--- src/rtl/sbag_pkg.sv ---
`default_nettype none

package sbag_pkg;

  // Field widths fixed by the register map and the stream payloads
  localparam int BLK_W     = 24;  // total_blocks, block_stride
  localparam int ITER_W    = 32;  // iteration count, per-entry counters
  localparam int ENTRY_W   = 64;  // distance table entry
  localparam int DCOUNT_W  = 3;
  localparam int CFG_IDX_W = 4;
  localparam int NUM_ENTRY_REGS = 4;

  // Defaults for the top-level parameters
  localparam int MAX_DISTANCES_DEF    = 4;
  localparam int BLOCK_INDEX_BITS_DEF = 24;

  // Register indexes
  localparam logic [CFG_IDX_W-1:0] REG_TOTAL  = CFG_IDX_W'(0);
  localparam logic [CFG_IDX_W-1:0] REG_STRIDE = CFG_IDX_W'(1);
  localparam logic [CFG_IDX_W-1:0] REG_DCOUNT = CFG_IDX_W'(2);
  localparam logic [CFG_IDX_W-1:0] REG_WMODE  = CFG_IDX_W'(3);
  localparam logic [CFG_IDX_W-1:0] REG_ENTRY0 = CFG_IDX_W'(4);

  // Input command codes
  localparam logic CMD_START = 1'b0;
  localparam logic CMD_NEXT  = 1'b1;

  // Position within one iteration
  typedef enum logic [2:0] {
    PH_HEAD = 3'b001,  // iteration head touch of block 0
    PH_DIST = 3'b010,  // distance head touch of block 0
    PH_TRAV = 3'b100   // traversal access
  } phase_t;

  // Request to the remainder unit
  typedef struct packed {
    logic             start;
    logic [BLK_W-1:0] num_a;
    logic [BLK_W-1:0] num_b;
    logic [BLK_W-1:0] divisor;
  } rem_req_t;

  // Status and results of the remainder unit
  typedef struct packed {
    logic             busy;
    logic             done;
    logic [BLK_W-1:0] rem_a;
    logic [BLK_W-1:0] rem_b;
  } rem_res_t;

  // A buffer size of zero counts as one block
  function automatic logic [BLK_W-1:0] eff_total(input logic [BLK_W-1:0] t);
    eff_total = (t == '0) ? BLK_W'(1) : t;
  endfunction

endpackage

`default_nettype wire

--- src/rtl/sbag_remainder.sv ---
`default_nettype none

// Two restoring remainders against a shared divisor, one bit per cycle.
module sbag_remainder (
  input  wire logic              clk,
  input  wire logic              rst_n,
  input  wire sbag_pkg::rem_req_t req,
  output sbag_pkg::rem_res_t      res
);

  localparam int W   = sbag_pkg::BLK_W;
  localparam int CNT_W = $clog2(W + 1);

  logic             busy_r, done_r;
  logic [CNT_W-1:0] cnt_r;
  logic [W-1:0]     na_r, nb_r, ra_r, rb_r, t_r;

  logic [W:0]       ra_sh, rb_sh, ra_new, rb_new;

  // One restoring step for each operand
  always_comb begin
    ra_sh  = {ra_r, na_r[W-1]};
    rb_sh  = {rb_r, nb_r[W-1]};
    ra_new = (ra_sh >= {1'b0, t_r}) ? ra_sh - {1'b0, t_r} : ra_sh;
    rb_new = (rb_sh >= {1'b0, t_r}) ? rb_sh - {1'b0, t_r} : rb_sh;
  end

  always_ff @(posedge clk) begin
    if (!rst_n) begin
      busy_r <= 1'b0;
      done_r <= 1'b0;
      cnt_r  <= '0;
    end else if (req.start) begin
      busy_r <= 1'b1;
      done_r <= 1'b0;
      cnt_r  <= CNT_W'(W);
    end else if (busy_r) begin
      cnt_r  <= cnt_r - CNT_W'(1);
      if (cnt_r == CNT_W'(1)) begin
        busy_r <= 1'b0;
        done_r <= 1'b1;
      end
    end else begin
      done_r <= 1'b0;
    end
  end

  // Datapath
  always_ff @(posedge clk) begin
    if (req.start) begin
      na_r <= req.num_a;
      nb_r <= req.num_b;
      t_r  <= req.divisor;
      ra_r <= '0;
      rb_r <= '0;
    end else if (busy_r) begin
      na_r <= na_r << 1;
      nb_r <= nb_r << 1;
      ra_r <= ra_new[W-1:0];
      rb_r <= rb_new[W-1:0];
    end
  end

  assign res.busy  = busy_r | done_r;
  assign res.done  = done_r;
  assign res.rem_a = ra_r;
  assign res.rem_b = rb_r;

endmodule

`default_nettype wire

--- src/rtl/strided_block_access_generator.sv ---
// Strided block access generator: emits the block access sequence of a
// reuse-distance memory benchmark, one access per "next" request in an active run.
// Channels:
//   in_*  : requests. tuser[0] is the command (0 start, 1 next);
//           tdata carries the iteration count for a start.
//   out_* : accesses. tdata is the block index, tuser[0] marks a
//           read-modify-write access, tlast marks the final access of a run.
//   cfg_* : register writes (index, 64-bit data), always ready.
// An access appears on out_* in the cycle after its next request is
// taken. Requests are taken one per cycle while no reduction runs and
// the output is not stalled; all of the step work sits between the
// state registers and the output register. A write to total_blocks or
// block_stride starts a bit-serial remainder unit that reduces the
// stride and the current block; in_tready stays low until its results land.
// Reset leaves the run idle and the registers at their reset values; no
// reduction pass is needed after reset.
// When the receiver stalls, the output register holds its access and
// in_tready drops until it is taken.
`default_nettype none

module strided_block_access_generator #(
  parameter int MAX_DISTANCES    = sbag_pkg::MAX_DISTANCES_DEF,
  parameter int BLOCK_INDEX_BITS = sbag_pkg::BLOCK_INDEX_BITS_DEF
) (
  input  wire logic                          clk,
  input  wire logic                          rst_n,
  // request stream
  input  wire logic                          in_tvalid,
  output logic                               in_tready,
  input  wire logic [sbag_pkg::ITER_W-1:0]   in_tdata,   // [31:0] iterations
  input  wire logic [0:0]                    in_tuser,   // [0] command
  // access stream
  output logic                               out_tvalid,
  input  wire logic                          out_tready,
  output logic [((BLOCK_INDEX_BITS+7)/8)*8-1:0] out_tdata, // block_index, zero pad
  output logic [0:0]                         out_tuser,  // [0] read_modify_write
  output logic                               out_tlast,  // run_done
  // configuration writes
  input  wire logic                          cfg_valid,
  output logic                               cfg_ready,
  input  wire logic [sbag_pkg::CFG_IDX_W-1:0] cfg_index,
  input  wire logic [sbag_pkg::ENTRY_W-1:0]  cfg_data
);

  localparam int BW    = sbag_pkg::BLK_W;
  localparam int IW    = sbag_pkg::ITER_W;
  localparam int BIB   = BLOCK_INDEX_BITS;
  localparam int OUT_W = ((BLOCK_INDEX_BITS + 7) / 8) * 8;
  localparam int DI_W  = (MAX_DISTANCES > 1) ? $clog2(MAX_DISTANCES) : 1;
  localparam logic [3:0] MAXD = 4'(MAX_DISTANCES);

  // Configuration registers
  logic [BW-1:0]                    total_r, stride_r, stridem_r;
  logic [sbag_pkg::DCOUNT_W-1:0]    dcount_r;
  logic                             wmode_r;
  logic [sbag_pkg::ENTRY_W-1:0]     entry_r [MAX_DISTANCES];

  // Run state
  logic                 run_active_r, run_active_nxt;
  sbag_pkg::phase_t     phase_r, phase_nxt;
  logic [IW-1:0]        iter_left_r, iter_left_nxt;
  logic [DI_W-1:0]      dist_idx_r, dist_idx_nxt;
  logic [IW-1:0]        trav_cnt_r, trav_cnt_nxt;
  logic [IW-1:0]        blk_cnt_r, blk_cnt_nxt;
  logic [BIB-1:0]       cur_r, cur_nxt;      // block as stored
  logic [BW-1:0]        curm_r, curm_nxt;    // stored block modulo buffer size

  // Output register
  logic                 out_valid_r;
  logic [BIB-1:0]       out_blk_r;
  logic                 out_rmw_r, out_last_r;

  // Step signals
  logic                 cfg_we, in_acc;
  logic [BW-1:0]        eff_t;
  logic [3:0]           ecount;
  logic [BW:0]          sum_w, step_mod;
  logic [BIB-1:0]       step_cur;
  logic [BW-1:0]        step_curm;
  logic [IW:0]          blk_plus;
  logic [IW-1:0]        blocks_sel, travs_sel;
  logic                 do_check, do_enter;
  logic [DI_W:0]        enter_d;
  logic                 res_valid, res_rmw, res_done;
  logic [BIB-1:0]       res_blk;

  sbag_pkg::rem_req_t   rem_req;
  sbag_pkg::rem_res_t   rem_res;

  assign cfg_ready = 1'b1;
  assign cfg_we    = cfg_valid & cfg_ready;
  assign in_tready = ~rem_res.busy & (~out_valid_r | out_tready);
  assign in_acc    = in_tvalid & in_tready;

  // Reduce stride and current block whenever the size or the stride is written
  always_comb begin
    rem_req.start   = cfg_we & ((cfg_index == sbag_pkg::REG_TOTAL) |
                                (cfg_index == sbag_pkg::REG_STRIDE));
    rem_req.num_a   = BW'(cur_r);
    rem_req.num_b   = (cfg_index == sbag_pkg::REG_STRIDE) ? cfg_data[BW-1:0] : stride_r;
    rem_req.divisor = sbag_pkg::eff_total((cfg_index == sbag_pkg::REG_TOTAL) ?
                                          cfg_data[BW-1:0] : total_r);
  end

  sbag_remainder u_rem (
    .clk   (clk),
    .rst_n (rst_n),
    .req   (rem_req),
    .res   (rem_res)
  );

  // Effective size, distance count and the stride step
  always_comb begin
    eff_t     = sbag_pkg::eff_total(total_r);
    ecount    = (4'(dcount_r) > MAXD) ? MAXD : 4'(dcount_r);
    sum_w     = {1'b0, curm_r} + {1'b0, stridem_r};
    step_mod  = (sum_w >= {1'b0, eff_t}) ? sum_w - {1'b0, eff_t} : sum_w;
    step_cur  = BIB'(step_mod[BW-1:0]);
    step_curm = BW'(step_cur);
    blk_plus  = {1'b0, blk_cnt_r} + (IW+1)'(1);
    blocks_sel = entry_r[dist_idx_r][IW-1:0];
    travs_sel  = entry_r[dist_idx_r][2*IW-1:IW];
  end

  // One request: a start loads the run; a next issues the access and advances the run
  always_comb begin
    run_active_nxt = run_active_r;
    phase_nxt      = phase_r;
    iter_left_nxt  = iter_left_r;
    dist_idx_nxt   = dist_idx_r;
    trav_cnt_nxt   = trav_cnt_r;
    blk_cnt_nxt    = blk_cnt_r;
    cur_nxt        = cur_r;
    curm_nxt       = curm_r;
    res_valid      = 1'b0;
    res_blk        = '0;
    res_rmw        = 1'b0;
    res_done       = 1'b0;
    do_check       = 1'b0;
    do_enter       = 1'b0;
    enter_d        = '0;

    if (in_acc) begin
      if (in_tuser[0] == sbag_pkg::CMD_START) begin
        iter_left_nxt  = in_tdata;
        run_active_nxt = (in_tdata != '0);
        phase_nxt      = sbag_pkg::PH_HEAD;
        dist_idx_nxt   = '0;
        trav_cnt_nxt   = '0;
        blk_cnt_nxt    = '0;
        cur_nxt        = '0;
        curm_nxt       = '0;
      end else if (run_active_r) begin
        res_valid = 1'b1;
        if (phase_r == sbag_pkg::PH_TRAV) begin
          res_blk = cur_r;
          res_rmw = wmode_r;
        end

        unique case (phase_r)
          sbag_pkg::PH_HEAD: begin
            do_enter = 1'b1;
          end
          sbag_pkg::PH_DIST: begin
            trav_cnt_nxt = '0;
            blk_cnt_nxt  = '0;
            cur_nxt      = '0;
            curm_nxt     = '0;
            do_check     = 1'b1;
          end
          sbag_pkg::PH_TRAV: begin
            cur_nxt  = step_cur;
            curm_nxt = step_curm;
            if (blk_plus < {1'b0, blocks_sel}) begin
              blk_cnt_nxt = blk_plus[IW-1:0];
            end else begin
              trav_cnt_nxt = trav_cnt_r + IW'(1);
              blk_cnt_nxt  = '0;
              cur_nxt      = '0;
              curm_nxt     = '0;
              do_check     = 1'b1;
            end
          end
          default: begin
            do_enter = 1'b1;
          end
        endcase

        // next traversal, or on to the next distance
        if (do_check) begin
          if ((blocks_sel == '0) || (trav_cnt_nxt >= travs_sel)) begin
            do_enter = 1'b1;
            enter_d  = {1'b0, dist_idx_r} + (DI_W+1)'(1);
          end else begin
            phase_nxt = sbag_pkg::PH_TRAV;
          end
        end

        // distance head, or end of the iteration
        if (do_enter) begin
          if (4'(enter_d) < ecount) begin
            dist_idx_nxt = enter_d[DI_W-1:0];
            phase_nxt    = sbag_pkg::PH_DIST;
          end else begin
            dist_idx_nxt  = '0;
            iter_left_nxt = iter_left_r - IW'(1);
            phase_nxt     = sbag_pkg::PH_HEAD;
            if (iter_left_r == IW'(1)) begin
              run_active_nxt = 1'b0;
              res_done       = 1'b1;
            end
          end
        end
      end
    end
  end

  // Configuration registers
  always_ff @(posedge clk) begin
    if (!rst_n) begin
      total_r  <= BW'(1);
      stride_r <= BW'(1);
      dcount_r <= sbag_pkg::DCOUNT_W'(1);
      wmode_r  <= 1'b0;
      for (int i = 0; i < MAX_DISTANCES; i++) begin
        entry_r[i] <= '0;
      end
    end else if (cfg_we) begin
      if (cfg_index == sbag_pkg::REG_TOTAL)  total_r  <= cfg_data[BW-1:0];
      if (cfg_index == sbag_pkg::REG_STRIDE) stride_r <= cfg_data[BW-1:0];
      if (cfg_index == sbag_pkg::REG_DCOUNT) dcount_r <= cfg_data[sbag_pkg::DCOUNT_W-1:0];
      if (cfg_index == sbag_pkg::REG_WMODE)  wmode_r  <= cfg_data[0];
      for (int i = 0; i < MAX_DISTANCES; i++) begin
        if ((i < sbag_pkg::NUM_ENTRY_REGS) &&
            (cfg_index == sbag_pkg::REG_ENTRY0 + sbag_pkg::CFG_IDX_W'(i))) begin
          entry_r[i] <= cfg_data;
        end
      end
    end
  end

  // Run state; reduced values land when the remainder unit finishes
  always_ff @(posedge clk) begin
    if (!rst_n) begin
      run_active_r <= 1'b0;
      phase_r      <= sbag_pkg::PH_HEAD;
      iter_left_r  <= '0;
      dist_idx_r   <= '0;
      trav_cnt_r   <= '0;
      blk_cnt_r    <= '0;
      cur_r        <= '0;
      curm_r       <= '0;
      stridem_r    <= '0;
    end else begin
      run_active_r <= run_active_nxt;
      phase_r      <= phase_nxt;
      iter_left_r  <= iter_left_nxt;
      dist_idx_r   <= dist_idx_nxt;
      trav_cnt_r   <= trav_cnt_nxt;
      blk_cnt_r    <= blk_cnt_nxt;
      cur_r        <= cur_nxt;
      if (rem_res.done) begin
        curm_r    <= rem_res.rem_a;
        stridem_r <= rem_res.rem_b;
      end else begin
        curm_r    <= curm_nxt;
      end
    end
  end

  // Output register
  always_ff @(posedge clk) begin
    if (!rst_n) begin
      out_valid_r <= 1'b0;
    end else if (res_valid) begin
      out_valid_r <= 1'b1;
    end else if (out_tready) begin
      out_valid_r <= 1'b0;
    end
  end

  always_ff @(posedge clk) begin
    if (res_valid) begin
      out_blk_r  <= res_blk;
      out_rmw_r  <= res_rmw;
      out_last_r <= res_done;
    end
  end

  assign out_tvalid   = out_valid_r;
  assign out_tdata    = OUT_W'(out_blk_r);
  assign out_tuser[0] = out_rmw_r;
  assign out_tlast    = out_last_r;

  // Checks
  a_no_accept_while_reducing: assert property (@(posedge clk) disable iff (!rst_n)
    rem_res.busy |-> !in_tready)
    else $error("request taken while the remainder unit is busy");

  a_reduced_in_range: assert property (@(posedge clk) disable iff (!rst_n)
    !rem_res.busy |-> (curm_r < eff_t) && (stridem_r < eff_t))
    else $error("reduced block or stride not below buffer size");

  a_idle_at_head: assert property (@(posedge clk) disable iff (!rst_n)
    !run_active_r |-> (phase_r == sbag_pkg::PH_HEAD))
    else $error("idle run not parked at iteration head");

  a_result_only_when_active: assert property (@(posedge clk) disable iff (!rst_n)
    res_valid |-> run_active_r && (in_tuser[0] == sbag_pkg::CMD_NEXT))
    else $error("access issued outside an active run");

endmodule

`default_nettype wire
--- config.mk ---
export PLATFORM = sky130hd
export DESIGN_NAME = strided_block_access_generator
export DESIGN_NICKNAME = d
export VERILOG_FILES = /design/src/rtl/sbag_pkg.sv /design/src/rtl/sbag_remainder.sv /design/src/rtl/strided_block_access_generator.sv
export SDC_FILE = /design/constraint.sdc
export NUM_CORES = 1
export LEC_CHECK = 0
export BUFFER_PORTS_ARGS = -buffer_cell sky130_fd_sc_hd__buf_2
export CAP_MARGIN = 25
export CORE_ASPECT_RATIO = 2
export CORE_MARGIN = 10
export CORE_UTILIZATION = 50
export CTS_BUF_LIST = sky130_fd_sc_hd__clkbuf_8
export DETAILED_ROUTE_END_ITERATION = 8
export HOLD_SLACK_MARGIN = 0.15
export PLACE_DENSITY = 0.68
export SYNTH_ARGS = -nofsm -noshare
export SYNTH_HDL_FRONTEND = slang
export SYNTH_SLANG_ARGS = --single-unit
--- constraint.sdc ---
create_clock -name clk -period 19.9 [get_ports clk]
set_input_delay 5.97 -clock clk [delete_from_list [all_inputs] [get_ports clk]]
set_output_delay 5.97 -clock clk [all_outputs]
set_load 0.05 [all_outputs]
-- Yosys cells after proc, flatten, opt, wreduce, memory -nomap -nowiden
Memories as Yosys holds them, arrays and structs flattened. A register that Yosys moved wholly into a read port is not among the register bits.
Index checks and enable logic that the tools add are counted.
- word-level logic and storage cells: 199
- register bits after elaboration: 380
- memories kept: 1
- memory bits (writable): 256
- output and inout port bits: 29
- magnitude comparators: 7
- reduce and logical (&&, ||, !) cells: 22
- add/sub/neg operators: 9
- muxes and demuxes: 97
- bitwise logic cells: 18
- equality and inequality tests: 19
- memories (memory ; depth ; bits a word ; read ports ; clocked after Yosys merged registers in ; write ports ; line ; RTL):
    entry_r ; 4 ; 64 ; 1 ; 1 ; 4 ; strided_block_access_generator.sv:56 ; logic [sbag_pkg::ENTRY_W-1:0] entry_r [MAX_DISTANCES];
- operators with widths (operator ; number):
    32-bit two-way mux ; 13
    24-bit two-way mux ; 15
    64-bit two-way mux ; 4
    32-bit one-hot mux with 2 select lines ; 2
    25-bit by 24-bit >= comparator with 1-bit output ; 3
    24-bit subtractor ; 3
    24-bit logical NOT ; 2
    24-bit one-hot mux with 2 select lines ; 1
    1-bit two-way mux ; 41
    32-bit by 1-bit adder with 33-bit output (second input constant) ; 1
    33-bit by 32-bit < comparator with 1-bit output ; 1
    3-bit two-way mux ; 11
    32-bit by 1-bit adder with 32-bit output (second input constant) ; 1
    32-bit by 1-bit == test with 1-bit output (second input constant) ; 1
    32-bit >= comparator ; 1
    32-bit logical NOT ; 1
    32-bit nonzero test ; 1
    32-bit by 1-bit subtractor with 32-bit output (second input constant) ; 1
    24-bit by 24-bit adder with 25-bit output ; 1
    4-bit by 3-bit == test with 1-bit output (second input constant) ; 4
    2-bit two-way mux ; 7
    4-bit AND reduction ; 3
    5-bit two-way mux ; 2
    3-bit by 1-bit != test with 1-bit output (second input constant) ; 3
    25 further kinds ; 49

-- Longest topological paths before layout
- word-level depth: 21
- mapped depth: 37
- gate-level depth less buffers: 34

-- Modules after synthesis
A second synthesis with hierarchy kept.
- cell total of the unflattened synthesis: 3555
- area total of the unflattened synthesis: 35865.6 um2
- by module, submodules not included (module ; sequential area each (um2) ; area an instance (um2) ; times used ; cells an instance):
    strided_block_access_generator ; 13052.5 ; 27908.0 ; 1 ; 2763
    sbag_remainder ; 3263.1 ; 7957.6 ; 1 ; 792

-- Least setup slack after synthesis
No wires, ideal clock.
- path type: input to output
- start point: in out_tready
- end point: out in_tready
- required time: 13930 ps
- slack: 6618 ps
- cell stages on the path: 2
- path buffers: 0
- arrival time: 7312 ps
- cell sequence: nand2b_1 -> nor3b_1
- longest elaborated chain between the ends: 2
- RTL lines (element ; line ; RTL):
    from (decl) ; strided_block_access_generator.sv:34 ; input wire logic out_tready,
    1-bit OR ; strided_block_access_generator.sv:92 ; assign in_tready = ~rem_res.busy & (~out_valid_r | out_tready);
    1-bit bitwise AND ; strided_block_access_generator.sv:92 ;
    to (decl) ; strided_block_access_generator.sv:29 ; output logic in_tready,
Every way passes these cells.

-- Worst setup path in the final report
Same ends and word-level chain as after synthesis.

==> impl_results.md <==
* Area Growth Syn to Fin at 9.59%
* Hold EP: stride_r[3]
* Utilization after layout at 0.552
* # rows at 138
* Total GRT Usage at 0.243
* Gp weighted congestion at 0.959
* Initial Util at 0.504
* Post-route ant nets at 0
* Gr ovfl total at 0
* Post-synth ARST share at 0
* Clock sink count at 638
* Worst relative slew slack at 0.285
* Filler cell count in the final layout at 6400
* Setup Viol. Count Final at 0
* RR Startpoint: blk_cnt_r[0]
* CTS max path bufs at 3
* Hold path depth at 2
* Hold Violations, Final at 0
* Number of global-route vias before repair at 28.1k
* Hold Slack at 0.464 ns
* H-tree level count at 3
* WS Path Type: in2out
* Multi-input logic area at 18000 µm²
* WL final at 103 mm
* Mapped Nets at 3898
* Worst-margin pin slew at 1.07 ns
* Worst-path clk slew at 0.06 ns
* Ys flop type: edfxtp_1
* Stages on worst setup path at 4
* CP most frequent cell: buf_2
* Register-to-register setup slack at 10.04 ns
* I/O pin count at 135
* Crit path buffers/inverters at 2
* Syn_area_per_cell at 9.85 µm²
* Detailed Route Iter0 Violations at 1620
* Path depth of the worst reg2reg path at 33
* Final Skew at 0.0448 ns
* Die Wd at 209 µm
* Die area at 83000 µm²
* Number of max-cap violations at 0
* Maximum vdd ir drop at 0.0000631 V
* Distinct cell type count after synthesis at 89
* Post-CTS Resized at 0
* WP data required at 13.93 ns
* Worst Hold Class: reg2reg
* Min-delay src: stride_r[3]
* Chip Height at 398 µm
* Setup bufs post-CTS at 0
* FF+latch area at 16300 µm²
* CP startpoint kind: input pin
* Share of layout cells above drive strength 1 at 0.112
* Antenna violations before repair at 14
* Clk_lat worst skew at 0.74 ns
* FF-to-FF End: iter_left_r[21]
* Tcrit/Tclk final at 0.643
* Seq/Total Area, Yosys at 0.458
* # port buffers at 133
* Largest stage delay, worst path at 0.34 ns
* Worst Path Arrival at 6.83 ns
* Num CTS Buffers at 90
* RSZ-0062 raised after global routing: no
* Synthesized area at 35700 µm²
* Minimum clock period at 12.80 ns
* Post-Synthesis Cells at 3620
* Drt first pass iters at 6
* Delay-heaviest family, CP: simple AND/OR/NAND/NOR gates
* CTS tree: yes
* Setup_tns at 0 ns
* Max Fclk at 0.0781 GHz
* Pwr/cell area at 83.0 nW/µm²
* Slowest CP cell: buf_2
* Slew Limit Fails at 0
* Vias per cell at 5.90
* EDFF count, synth at 354
* Crit path capture type: output port
* Routed vias at 27.7k
* CP Max Fanout at 3
* Yosys warns at 0
* Root buffer cell: clkbuf_8
* Core area at 70800 µm²
* Pin count of the biggest net entering global routing at 78
* Synth Register Bits at 638
* Commonest non-fill, non-tap cell in the layout: nand2_1
* Global-route wire length before repair at 158 mm
* Drt wl/cell at 22.1 µm
* Hold_buf cts at 0
* Status: completed
* Commonest non-fill, non-tap cells in the layout: nand2_1 (412), edfxtp_1 (354), dfxtp_1 (280)
* Dpl hpwl at 74.3 mm
* Fin nets at 3977
* Worst path cell trace: buf_2 > nand2b_1 > nor3b_1 > buf_2
* # DRC at 0
* Pleak at 0.0158 µW
synth_stat cells, types with 39 or more instances:
cell type | instances | area share
mux2i_1 | 133 | 0.037
xnor2_1 | 70 | 0.017
o21ai_0 | 230 | 0.032
nor2b_1 | 72 | 0.013
a21oi_1 | 161 | 0.023
clkbuf_1 | 153 | 0.016
inv_1 | 191 | 0.020
and3_1 | 57 | 0.010
ha_1 | 168 | 0.059
o21a_1 | 39 | 0.0082
mux4_2 | 64 | 0.040
and2_1 | 278 | 0.049
nand3_1 | 98 | 0.014
edfxtp_1 | 354 | 0.30
a31oi_1 | 46 | 0.0081
nand4_1 | 40 | 0.0070
nor2_1 | 157 | 0.017
dfxtp_1 | 284 | 0.16
nand2_1 | 412 | 0.043
a21o_1 | 60 | 0.013
nor3_1 | 67 | 0.0094
a21boi_0 | 48 | 0.010
registers in the layout, summed over array words and instances (netlist names), 3 cells and up, named ones only:
| register | count |
|---|---|
| out_tdata | 24 |
| iter_left_r | 32 |
| curm_r | 24 |
| stride_r | 24 |
| phase_r | 3 |
| total_r | 24 |
| u_rem.ra_r | 24 |
| stridem_r | 24 |
| trav_cnt_r | 32 |
| cur_r | 24 |
| u_rem.na_r | 24 |
| u_rem.t_r | 24 |
| u_rem.rb_r | 24 |
| u_rem.nb_r | 24 |
| blk_cnt_r | 32 |
| u_rem.cnt_r | 5 |
| entry_r | 256 |
| dcount_r | 3 |
tightest hold or removal path: stages, from the launching register on:
cell and delay [ns]:
dfxtp_1 0.31, nand2_1 0.05, a21boi_0 0.06
how the worst max path moves through the flow:
| stage | startpoint | end | slack (ns) |
|---|---|---|---|
| floorplan | out_tready | in_tready | 6.62 |
| global placement | out_tready | in_tready | 7.21 |
| detailed placement | out_tready | in_tready | 7.12 |
| CTS | out_tready | in_tready | 7.11 |
| global route | out_tready | in_tready | 7.03 |
| finish | out_tready | in_tready | 7.10 |
layout make-up:
class                   instances  share of cell area
multi-input cells            2605               0.461
flip-flops and latches        638               0.418
clock buffers                 104              0.0366
well taps                     910              0.0291
repair buffers                172              0.0268
inverters                     192              0.0184
clock inverters                63              0.0100
diodes                          6            0.000384
metal layers:
layer,track usage,vias to the layer above,part of all wire
li1,-,13245,-
met1,0.229,13380,0.34
met3,0.0383,301,0.043
met5,0,-,0.00051
met2,0.452,732,0.52
met4,0.206,8,0.090
report_power, final:
part | total, µW | internal, µW | switching [µW]
combinational | 610 | 242 | 368
sequential | 1570 | 1470 | 99.3
clock | 1060 | 543 | 520
total | 3240 | 2260 | 987
kinds of logic (layout without fill, tap and decap cells):
logic type / count (synthesis) / count (layout) / synth area share
AOI/OAI and AO/OA: 808 / 808 / 0.147
xor gates and xnor gates: 102 / 102 / 0.0251
adders and majority gates: 172 / 172 / 0.0612
buffers and inverters: 377 / 531 / 0.0407
DFF: 638 / 638 / 0.458
muxes: 198 / 198 / 0.0781
other: 1 / 7 / 0.000105
and+or+nand+nor: 1324 / 1324 / 0.190
through the flow:
stage                     instance area [µm²]  setup slack, ns  std cells  total power (µW)
after detailed placement                37100             7.12       4512              2200
after CTS                               38900             7.11       4679              3260
final                                   39100             7.10       4690              3240
after global routing                    39100             7.03       4688              3390
after floorplan                         35700             6.62       3620              2000
after global placement                  37100             7.21       4511              2180
Note: power is estimated with default switching activity, not from simulation.
